### config.mk
export PLATFORM = sky130hd
export DESIGN_NAME = memory_access_trace_trigger
export DESIGN_NICKNAME = d
export VERILOG_FILES = /design/src/hdl/mte_pkg.sv /design/src/hdl/mte_front.sv /design/src/hdl/mte_back.sv /design/src/hdl/memory_access_trace_trigger.sv
export SDC_FILE = /design/constraint.sdc
export NUM_CORES = 2
export LEC_CHECK = 0
export BUFFER_PORTS_ARGS = -buffer_cell sky130_fd_sc_hd__buf_2
export CAP_MARGIN = 20
export CORE_MARGIN = 8
export CORE_UTILIZATION = 47
export DETAILED_ROUTE_END_ITERATION = 7
export PLACE_DENSITY = 0.75
export SLEW_MARGIN = 20
export SYNTH_ARGS = -nofsm -noshare
export SYNTH_HDL_FRONTEND = slang
export SYNTH_HIERARCHICAL = 1
export SYNTH_SLANG_ARGS = --single-unit
### constraint.sdc
create_clock -name clk -period 19.6 [get_ports clk]
set_clock_uncertainty 0.05 [all_clocks]
set_input_delay 0.98 -clock clk [delete_from_list [all_inputs] [get_ports clk]]
set_output_delay 0.98 -clock clk [all_outputs]
set_load 0.03 [all_outputs]
### src/hdl/mte_pkg.sv
// Shared types and constants for the memory access trace trigger.
// No dependencies; imported by every module of the block.
`default_nettype none

package mte_pkg;

  // Item kinds on the input channel
  typedef enum logic [1:0] {
    MODE_ACCESS     = 2'd0,
    MODE_TICK       = 2'd1,
    MODE_LOAD_DATA  = 2'd2,
    MODE_LOAD_RANGE = 2'd3
  } mode_t;

  // Configuration register indexes
  localparam int CFG_INDEX_W = 3;
  localparam logic [CFG_INDEX_W-1:0] CFG_MONITOR_STACK  = 3'd0;
  localparam logic [CFG_INDEX_W-1:0] CFG_CATCH_ABOVE    = 3'd1;
  localparam logic [CFG_INDEX_W-1:0] CFG_TICK_THRESHOLD = 3'd2;
  localparam logic [CFG_INDEX_W-1:0] CFG_DATA_COUNT     = 3'd3;
  localparam logic [CFG_INDEX_W-1:0] CFG_RANGE_COUNT    = 3'd4;

  // Low address bits ignored by the stack region match
  localparam logic [63:0] STACK_REGION_MASK = 64'h0000_0000_0003_FFFF;

  // Record queue between classifier and output side
  localparam int QUEUE_DEPTH = 4;
  localparam int QUEUE_PTR_W = $clog2(QUEUE_DEPTH);
  localparam int QUEUE_CNT_W = $clog2(QUEUE_DEPTH + 1);

  // One trace record
  typedef struct packed {
    logic [63:0] pc;
    logic [63:0] address;
    logic [63:0] value;
    logic        write;
  } trace_rec_t;

  // Classifier to queue transaction
  typedef struct packed {
    logic       push;
    trace_rec_t rec;
  } rec_push_t;

endpackage

`default_nettype wire

### src/hdl/mte_front.sv
// Front end: configuration registers, tick counter, trigger tables and the
// per-access classifier with one stage register. Depends on mte_pkg.
`default_nettype none

module mte_front #(
  parameter int DATA_SLOTS  = 8,
  parameter int RANGE_SLOTS = 8
) (
  input  wire logic                            clk,
  input  wire logic                            rst_n,
  input  wire logic                            in_accept,
  input  wire logic [1:0]                      in_mode,
  input  wire logic [63:0]                     in_access_address,
  input  wire logic [63:0]                     in_access_value,
  input  wire logic [63:0]                     in_stack_pointer,
  input  wire logic [63:0]                     in_program_counter,
  input  wire logic                            in_is_write,
  input  wire logic [2:0]                      in_slot,
  input  wire logic [63:0]                     in_range_end,
  input  wire logic                            cfg_wr,
  input  wire logic [mte_pkg::CFG_INDEX_W-1:0] cfg_index,
  input  wire logic [63:0]                     cfg_data,
  output mte_pkg::rec_push_t                   q_push
);
  import mte_pkg::*;

  mode_t       mode;
  logic        monitor_stack_r;
  logic [63:0] catch_above_r;
  logic [31:0] tick_threshold_r;
  logic [3:0]  data_count_r;
  logic [3:0]  range_count_r;
  logic [31:0] elapsed_ticks_r;
  logic        tracing_on_r;

  logic [63:0] data_table_r  [DATA_SLOTS];
  logic [63:0] range_start_r [RANGE_SLOTS];
  logic [63:0] range_end_r   [RANGE_SLOTS];

  logic        s1_valid_r;
  trace_rec_t  s1_rec_r;

  logic        trace_en;
  logic        stack_hit;
  logic        value_hit;
  logic        addr_hit;
  logic        hit;

  assign mode = mode_t'(in_mode);

  // Config registers, tick counter and tracing enable
  always_ff @(posedge clk) begin
    if (!rst_n) begin
      monitor_stack_r  <= 1'b0;
      catch_above_r    <= '0;
      tick_threshold_r <= '0;
      data_count_r     <= '0;
      range_count_r    <= '0;
      elapsed_ticks_r  <= '0;
      tracing_on_r     <= 1'b0;
    end else begin
      if (cfg_wr) begin
        unique case (cfg_index)
          CFG_MONITOR_STACK:  monitor_stack_r  <= cfg_data[0];
          CFG_CATCH_ABOVE:    catch_above_r    <= cfg_data;
          CFG_TICK_THRESHOLD: tick_threshold_r <= cfg_data[31:0];
          CFG_DATA_COUNT:     data_count_r     <= cfg_data[3:0];
          CFG_RANGE_COUNT:    range_count_r    <= cfg_data[3:0];
          default: ;
        endcase
      end
      if (in_accept && mode == MODE_TICK) begin
        if (elapsed_ticks_r < tick_threshold_r) begin
          elapsed_ticks_r <= elapsed_ticks_r + 32'd1;
        end else begin
          tracing_on_r <= 1'b1;
        end
      end
    end
  end

  // Trigger table loads; slots beyond the table are dropped
  always_ff @(posedge clk) begin
    for (int i = 0; i < DATA_SLOTS; i++) begin
      if (in_accept && mode == MODE_LOAD_DATA && int'(in_slot) == i) begin
        data_table_r[i] <= in_access_value;
      end
    end
    for (int i = 0; i < RANGE_SLOTS; i++) begin
      if (in_accept && mode == MODE_LOAD_RANGE && int'(in_slot) == i) begin
        range_start_r[i] <= in_access_address;
        range_end_r[i]   <= in_range_end;
      end
    end
  end

  // Classifier: parallel comparators over all slots in use
  always_comb begin
    trace_en  = tracing_on_r || (tick_threshold_r == '0);
    stack_hit = monitor_stack_r &&
                (((in_stack_pointer ^ in_access_address) & ~STACK_REGION_MASK) == '0);
    value_hit = 1'b0;
    for (int i = 0; i < DATA_SLOTS; i++) begin
      if (int'(data_count_r) > i && data_table_r[i] == in_access_value) begin
        value_hit = 1'b1;
      end
    end
    addr_hit = 1'b0;
    for (int i = 0; i < RANGE_SLOTS; i++) begin
      if (int'(range_count_r) > i && range_start_r[i] <= in_access_address &&
          in_access_address <= range_end_r[i]) begin
        addr_hit = 1'b1;
      end
    end
    hit = trace_en && (in_access_address >= catch_above_r) &&
          (stack_hit || value_hit || addr_hit);
  end

  // Stage register toward the record queue
  always_ff @(posedge clk) begin
    if (!rst_n) begin
      s1_valid_r <= 1'b0;
    end else begin
      s1_valid_r <= in_accept && mode == MODE_ACCESS && hit;
    end
  end

  always_ff @(posedge clk) begin
    if (in_accept) begin
      s1_rec_r.pc      <= in_program_counter;
      s1_rec_r.address <= in_access_address;
      s1_rec_r.value   <= in_access_value;
      s1_rec_r.write   <= in_is_write;
    end
  end

  assign q_push = {s1_valid_r, s1_rec_r};

  // Tracing never turns off once on
  a_tracing_sticky: assert property (@(posedge clk) disable iff (!rst_n)
    tracing_on_r |=> tracing_on_r)
    else $error("tracing enable dropped");

  // A record is only pushed for an accepted access item
  a_push_from_access: assert property (@(posedge clk) disable iff (!rst_n)
    !in_accept || mode != MODE_ACCESS |=> !s1_valid_r)
    else $error("record pushed without an accepted access");

  // The tick counter moves only on an accepted tick
  a_ticks_on_tick: assert property (@(posedge clk) disable iff (!rst_n)
    !(in_accept && mode == MODE_TICK) |=> $stable(elapsed_ticks_r))
    else $error("tick counter changed without a tick");

endmodule

`default_nettype wire

### src/hdl/mte_back.sv
// Back end: short record queue that presents the oldest trace record on
// the result channel. Depends on mte_pkg.
`default_nettype none

module mte_back (
  input  wire logic               clk,
  input  wire logic               rst_n,
  input  wire mte_pkg::rec_push_t q_push,
  output logic                    q_almost_full,
  output logic                    out_empty,
  input  wire logic               out_pop,
  output mte_pkg::trace_rec_t     out_rec
);
  import mte_pkg::*;

  trace_rec_t             mem_r [QUEUE_DEPTH];
  logic [QUEUE_PTR_W-1:0] wr_ptr_r;
  logic [QUEUE_PTR_W-1:0] rd_ptr_r;
  logic [QUEUE_CNT_W-1:0] count_r;
  logic [QUEUE_CNT_W-1:0] count_nxt;
  logic                   pop_ok;

  assign pop_ok    = out_pop && !out_empty;
  assign out_empty = (count_r == '0);
  assign out_rec   = mem_r[rd_ptr_r];

  // Leave room for the record still in the front stage register
  assign q_almost_full = (count_r >= QUEUE_CNT_W'(QUEUE_DEPTH - 1));

  always_comb begin
    count_nxt = count_r;
    if (q_push.push && !pop_ok) begin
      count_nxt = count_r + QUEUE_CNT_W'(1);
    end else if (!q_push.push && pop_ok) begin
      count_nxt = count_r - QUEUE_CNT_W'(1);
    end
  end

  // Pointers and fill level
  always_ff @(posedge clk) begin
    if (!rst_n) begin
      wr_ptr_r <= '0;
      rd_ptr_r <= '0;
      count_r  <= '0;
    end else begin
      if (q_push.push) begin
        wr_ptr_r <= wr_ptr_r + QUEUE_PTR_W'(1);
      end
      if (pop_ok) begin
        rd_ptr_r <= rd_ptr_r + QUEUE_PTR_W'(1);
      end
      count_r <= count_nxt;
    end
  end

  // Record storage
  always_ff @(posedge clk) begin
    if (q_push.push) begin
      mem_r[wr_ptr_r] <= q_push.rec;
    end
  end

  // A push never lands on a full queue unless a record is popped in the same cycle
  a_no_overflow: assert property (@(posedge clk) disable iff (!rst_n)
    q_push.push |-> (count_r < QUEUE_CNT_W'(QUEUE_DEPTH)) || pop_ok)
    else $error("record queue overflow");

  // Fill level stays within the queue depth
  a_count_bound: assert property (@(posedge clk) disable iff (!rst_n)
    count_r <= QUEUE_CNT_W'(QUEUE_DEPTH))
    else $error("record queue level out of range");

  // Level tracks pointer distance
  a_ptr_level: assert property (@(posedge clk) disable iff (!rst_n)
    count_r != QUEUE_CNT_W'(QUEUE_DEPTH) |->
      QUEUE_PTR_W'(count_r) == QUEUE_PTR_W'(wr_ptr_r - rd_ptr_r))
    else $error("record queue pointers disagree with level");

endmodule

`default_nettype wire

### src/hdl/memory_access_trace_trigger.sv
// Memory access trace trigger top level: front classifier plus record
// queue. Depends on mte_pkg, mte_front and mte_back.
//
// Accepts one item (access, timer tick or table load) every clock cycle while in_full is low.
// An access that triggers passes through the classifier's stage register
// and is then written into the record queue, so it shows up as a trace
// record on the out_ ports after both have been written; it then sits at the
// head of a 4-entry record queue until popped. in_full
// rises once the queue holds three records, so items keep flowing at one
// per cycle as long as records are popped as they appear. Table loads and
// ticks take effect for the very next item. The configuration port is
// always ready; write it only while no results are pending.
`default_nettype none

module memory_access_trace_trigger #(
  parameter int DATA_SLOTS  = 8,
  parameter int RANGE_SLOTS = 8
) (
  input  wire logic        clk,
  input  wire logic        rst_n,
  // Input channel
  input  wire logic        in_push,
  output logic             in_full,
  input  wire logic [1:0]  in_mode,
  input  wire logic [63:0] in_access_address,
  input  wire logic [63:0] in_access_value,
  input  wire logic [63:0] in_stack_pointer,
  input  wire logic [63:0] in_program_counter,
  input  wire logic        in_is_write,
  input  wire logic [2:0]  in_slot,
  input  wire logic [63:0] in_range_end,
  // Result channel
  output logic             out_empty,
  input  wire logic        out_pop,
  output logic [63:0]      out_trace_pc,
  output logic [63:0]      out_trace_address,
  output logic [63:0]      out_trace_value,
  output logic             out_trace_write,
  // Configuration write channel
  input  wire logic        cfg_valid,
  output logic             cfg_ready,
  input  wire logic [mte_pkg::CFG_INDEX_W-1:0] cfg_index,
  input  wire logic [63:0] cfg_data
);
  import mte_pkg::*;

  logic       in_accept;
  logic       q_almost_full;
  rec_push_t  q_push;
  trace_rec_t out_rec;

  assign cfg_ready = 1'b1;
  assign in_full   = q_almost_full;
  assign in_accept = in_push && !in_full;

  // Classifier
  mte_front #(
    .DATA_SLOTS  (DATA_SLOTS),
    .RANGE_SLOTS (RANGE_SLOTS)
  ) u_front (
    .clk                (clk),
    .rst_n              (rst_n),
    .in_accept          (in_accept),
    .in_mode            (in_mode),
    .in_access_address  (in_access_address),
    .in_access_value    (in_access_value),
    .in_stack_pointer   (in_stack_pointer),
    .in_program_counter (in_program_counter),
    .in_is_write        (in_is_write),
    .in_slot            (in_slot),
    .in_range_end       (in_range_end),
    .cfg_wr             (cfg_valid && cfg_ready),
    .cfg_index          (cfg_index),
    .cfg_data           (cfg_data),
    .q_push             (q_push)
  );

  // Record queue and result side
  mte_back u_back (
    .clk           (clk),
    .rst_n         (rst_n),
    .q_push        (q_push),
    .q_almost_full (q_almost_full),
    .out_empty     (out_empty),
    .out_pop       (out_pop),
    .out_rec       (out_rec)
  );

  assign out_trace_pc      = out_rec.pc;
  assign out_trace_address = out_rec.address;
  assign out_trace_value   = out_rec.value;
  assign out_trace_write   = out_rec.write;

endmodule

`default_nettype wire

==> run_results.csv <==
group,metric,value,unit
global_routing,grt_first_pass_wirelength,477000,µm
timing,hold_slack,154,ps
yosys,async_flop_share,0,
clock_network,cts_resized,0,
clock_network,clockBufferDepth,4,
die,die_w,519,µm
global_routing,grt_max_degree,129,
yosys,ys_types,78,
clock_network,cts_buffers,295,
clock_network,cts_sinks,2649,
pwr,p_int,0.00986,W
global_routing,grt_pass1_vias,74373,
timing,rsz0062_at_grt,"false",
yosys,syn_inst,7912,
clock_network,ctsHoldBuffers,0,
place,place_area,126000,µm²
yosys,synth_flop_cell,"edfxtp_1",
pwr,p_seq_frac,0.503,
yosys,synth_seq_cells,2649,
clock_network,clk_pin_slew_worst_paths,70,ps
critical_path,cp-end-kind,"output port",
detailed_routing,drt_iter0_drc,7362,
worst_hold_path,hold_path_class,"in -> reg",
clock_network,htree_levels,5,
status,outcome,"completed",
die,io_pins,594,
pwr,swShare,0.240,
worst_hold_path,min_path_cells,1,
detailed_routing,ant_nets,0,
detailed_routing,drt_wl_total,329000,µm
die,dieArea,269000,µm²
pwr,combPwrFrac,0.093,
final_layout,drive_above_1_share,0.150,
clock_network,clockRootBuffer,"clkbuf_16",
final_layout,final_common_cell,"edfxtp_1",
detailed_routing,drt_first_pass_iters,6,
detailed_routing,drc,0,
timing,setup_violations,0,
final_layout,syn_to_final_growth,14.0,%
timing,hold_viol,0,
yosys,synth_nets,9436,
critical_path,critPathArrivalTime,4760,ps
final_layout,final_cell_mix,"edfxtp_1 (2501), ha_1 (1125), inv_1 (741), buf_2 (574), a21oi_1 (454)",
yosys,seq_area_frac_synth,0.657,
critical_path,setup.worst_path.start_class,"flip-flop",
global_routing,grt_antenna_before_repair,45,
pwr,p_leak,50.3,nW
pwr,ir_drop,91.1,µV
final_layout,post-route-cell-area,136000,µm²
final_layout,layout.nets,10302,
yosys,synth-edff-count,2501,
job,maxCapViolCount,0,
yosys,syn_area,119000,µm²
place,gp_congestion,0.893,
die,initial_core_util,0.473,
detailed_routing,viasPerCell,5.90,
clock_network,cts_tree,"done",
timing,fin_tns_setup,0,ps
yosys,synth_area_per_cell,15.0,µm²
detailed_routing,wl_per_cell,26.6,µm
global_routing,grtUsageTotal,0.236,
critical_path,crit_required,18570,ps
timing,finalMaxSlewViolations,0,
pwr,power.density,95.8,nW/µm²
critical_path,worst-path-max-fanout,36,
timing,min_period,5790,ps
die,rows,184,
yosys,yosys_warnings,6,
critical_path,setup.worst_path.class,"reg -> out",
detailed_routing,vias,72903,
critical_path,r2r_cells,8,
clock_network,postCtsSetupBuffers,0,
timing,slew_headroom,0.229,
final_layout,filler_cell_count,19654,
place,port_buffers,574,
pwr,switchingPower,0.00311,W
timing,fmax,173,MHz
place,dp_hpwl,215000,µm
clock_network,clk_latency,950,ps
timing,period_share,0.295,
die,die_h,519,µm
timing,tightest_slew,1160,ps
pwr,pwr-share-clk,0.403,
die,core,251000,µm²
global_routing,grt_overflow,0,
-- power by group through the flow --
stage	Sequential, W	Clock (W)	Combinational [W]
6_report	0.00653	0.00523	0.00121
5_1_grt	0.00655	0.00554	0.00130
4_1_cts	0.00653	0.00532	0.00121
3_5_place_dp	0.00665	0	0.00120
3_3_place_gp	0.00663	0	0.00116
2_1_floorplan	0.00662	0	0.000722
-- synth_stat cells (148+ instances only) --
| cell type | count | share of area |
|---|---|---|
| a21oi_1 | 454 | 0.019 |
| ha_1 | 1125 | 0.12 |
| dfxtp_1 | 148 | 0.025 |
| nand4_1 | 311 | 0.016 |
| nor2_1 | 179 | 0.0057 |
| nand2_1 | 432 | 0.014 |
| xnor2_1 | 296 | 0.022 |
| edfxtp_1 | 2501 | 0.63 |
| xor2_1 | 226 | 0.017 |
| inv_1 | 742 | 0.023 |
| o21ai_0 | 214 | 0.0090 |
| mux4_2 | 179 | 0.034 |
-- worst max-delay path, cell delays in order, from the launching register on --
cell and delay [ps]:
dfxtp_4 800, buf_4 590, buf_4 690, buf_4 680, mux4_1 700, buf_2 220
-- worst paths after layout --
| kind | startpoint | end | slack [ps] |
|---|---|---|---|
| hold reg to reg | u_front/q_push[156]$_DFFE_PP_ | u_back/mem_r[0][156]$_DFFE_PP_ | 370 |
| hold / removal | in_program_counter[54] | u_front/q_push[183]$_DFFE_PP_ | 150 |
| setup reg to reg | u_back/count_r[1]$_SDFFE_PN0P_ | u_front/range_end_r[0][48]$_DFFE_PP_ | 14640 |
| setup / recovery | flip-flop | out_trace_pc[44] | 13810 |
-- cell families after synthesis --
family                     Yosys count  share of synthesized area
DFF                               2649                      0.657
and+or+nand+nor                   1393                     0.0597
adders and majority gates         1126                      0.119
AOI/OAI and AO/OA                 1117                     0.0577
buffers and inverters              895                     0.0303
xor gates and xnor gates           522                     0.0385
muxes                              209                     0.0384
other                                1                  0.0000316
-- metal layers --
layer	GRT usage	routed length (µm)	vias up
met5	0	149	-
met3	0.0516	30300	785
met1	0.306	130000	36560
li1	-	-	31943
met2	0.385	153000	3593
met4	0.0998	15400	22
-- flip-flops by register name (all words and copies together) (netlist names), named ones only --
register                  flops
u_front/data_table_r        512
u_back/mem_r                772
u_front/monitor_stack_r       1
u_front/elapsed_ticks_r      32
u_front/range_count_r         4
u_front/s1_valid_r            1
u_back/rd_ptr_r               2
u_front/data_count_r          4
u_front/range_start_r       512
u_back/count_r                3
u_back/wr_ptr_r               2
u_front/catch_above_r        64
u_front/tracing_on_r          1
u_front/tick_threshold_r     32
u_front/q_push              193
u_front/range_end_r         512
-- area by class of cell --
cell class | instances | area (µm²) | area share
antenna | 19 | 47.5 | 0.000351
multi-input combinational | 4368 | 37300 | 0.276
timing repair buffer | 722 | 4030 | 0.0297
clock buffer | 361 | 7860 | 0.0580
tap | 3348 | 4190 | 0.0309
sequential | 2649 | 78100 | 0.576
inverter | 742 | 2790 | 0.0206
clock inverter | 150 | 1180 | 0.00874
-- stage by stage --
stage	total power [W]	instances	util	setup WS, ps
4_1_cts	0.0131	12339	0.539	13610
3_3_place_gp	0.00779	11828	0.503	14060
5_1_grt	0.0134	12348	0.539	13400
2_1_floorplan	0.00734	7912	-	5640
3_5_place_dp	0.00785	11828	0.503	14030
6_report	0.0130	12359	0.539	13810
(Power assumes the default switching activity.)
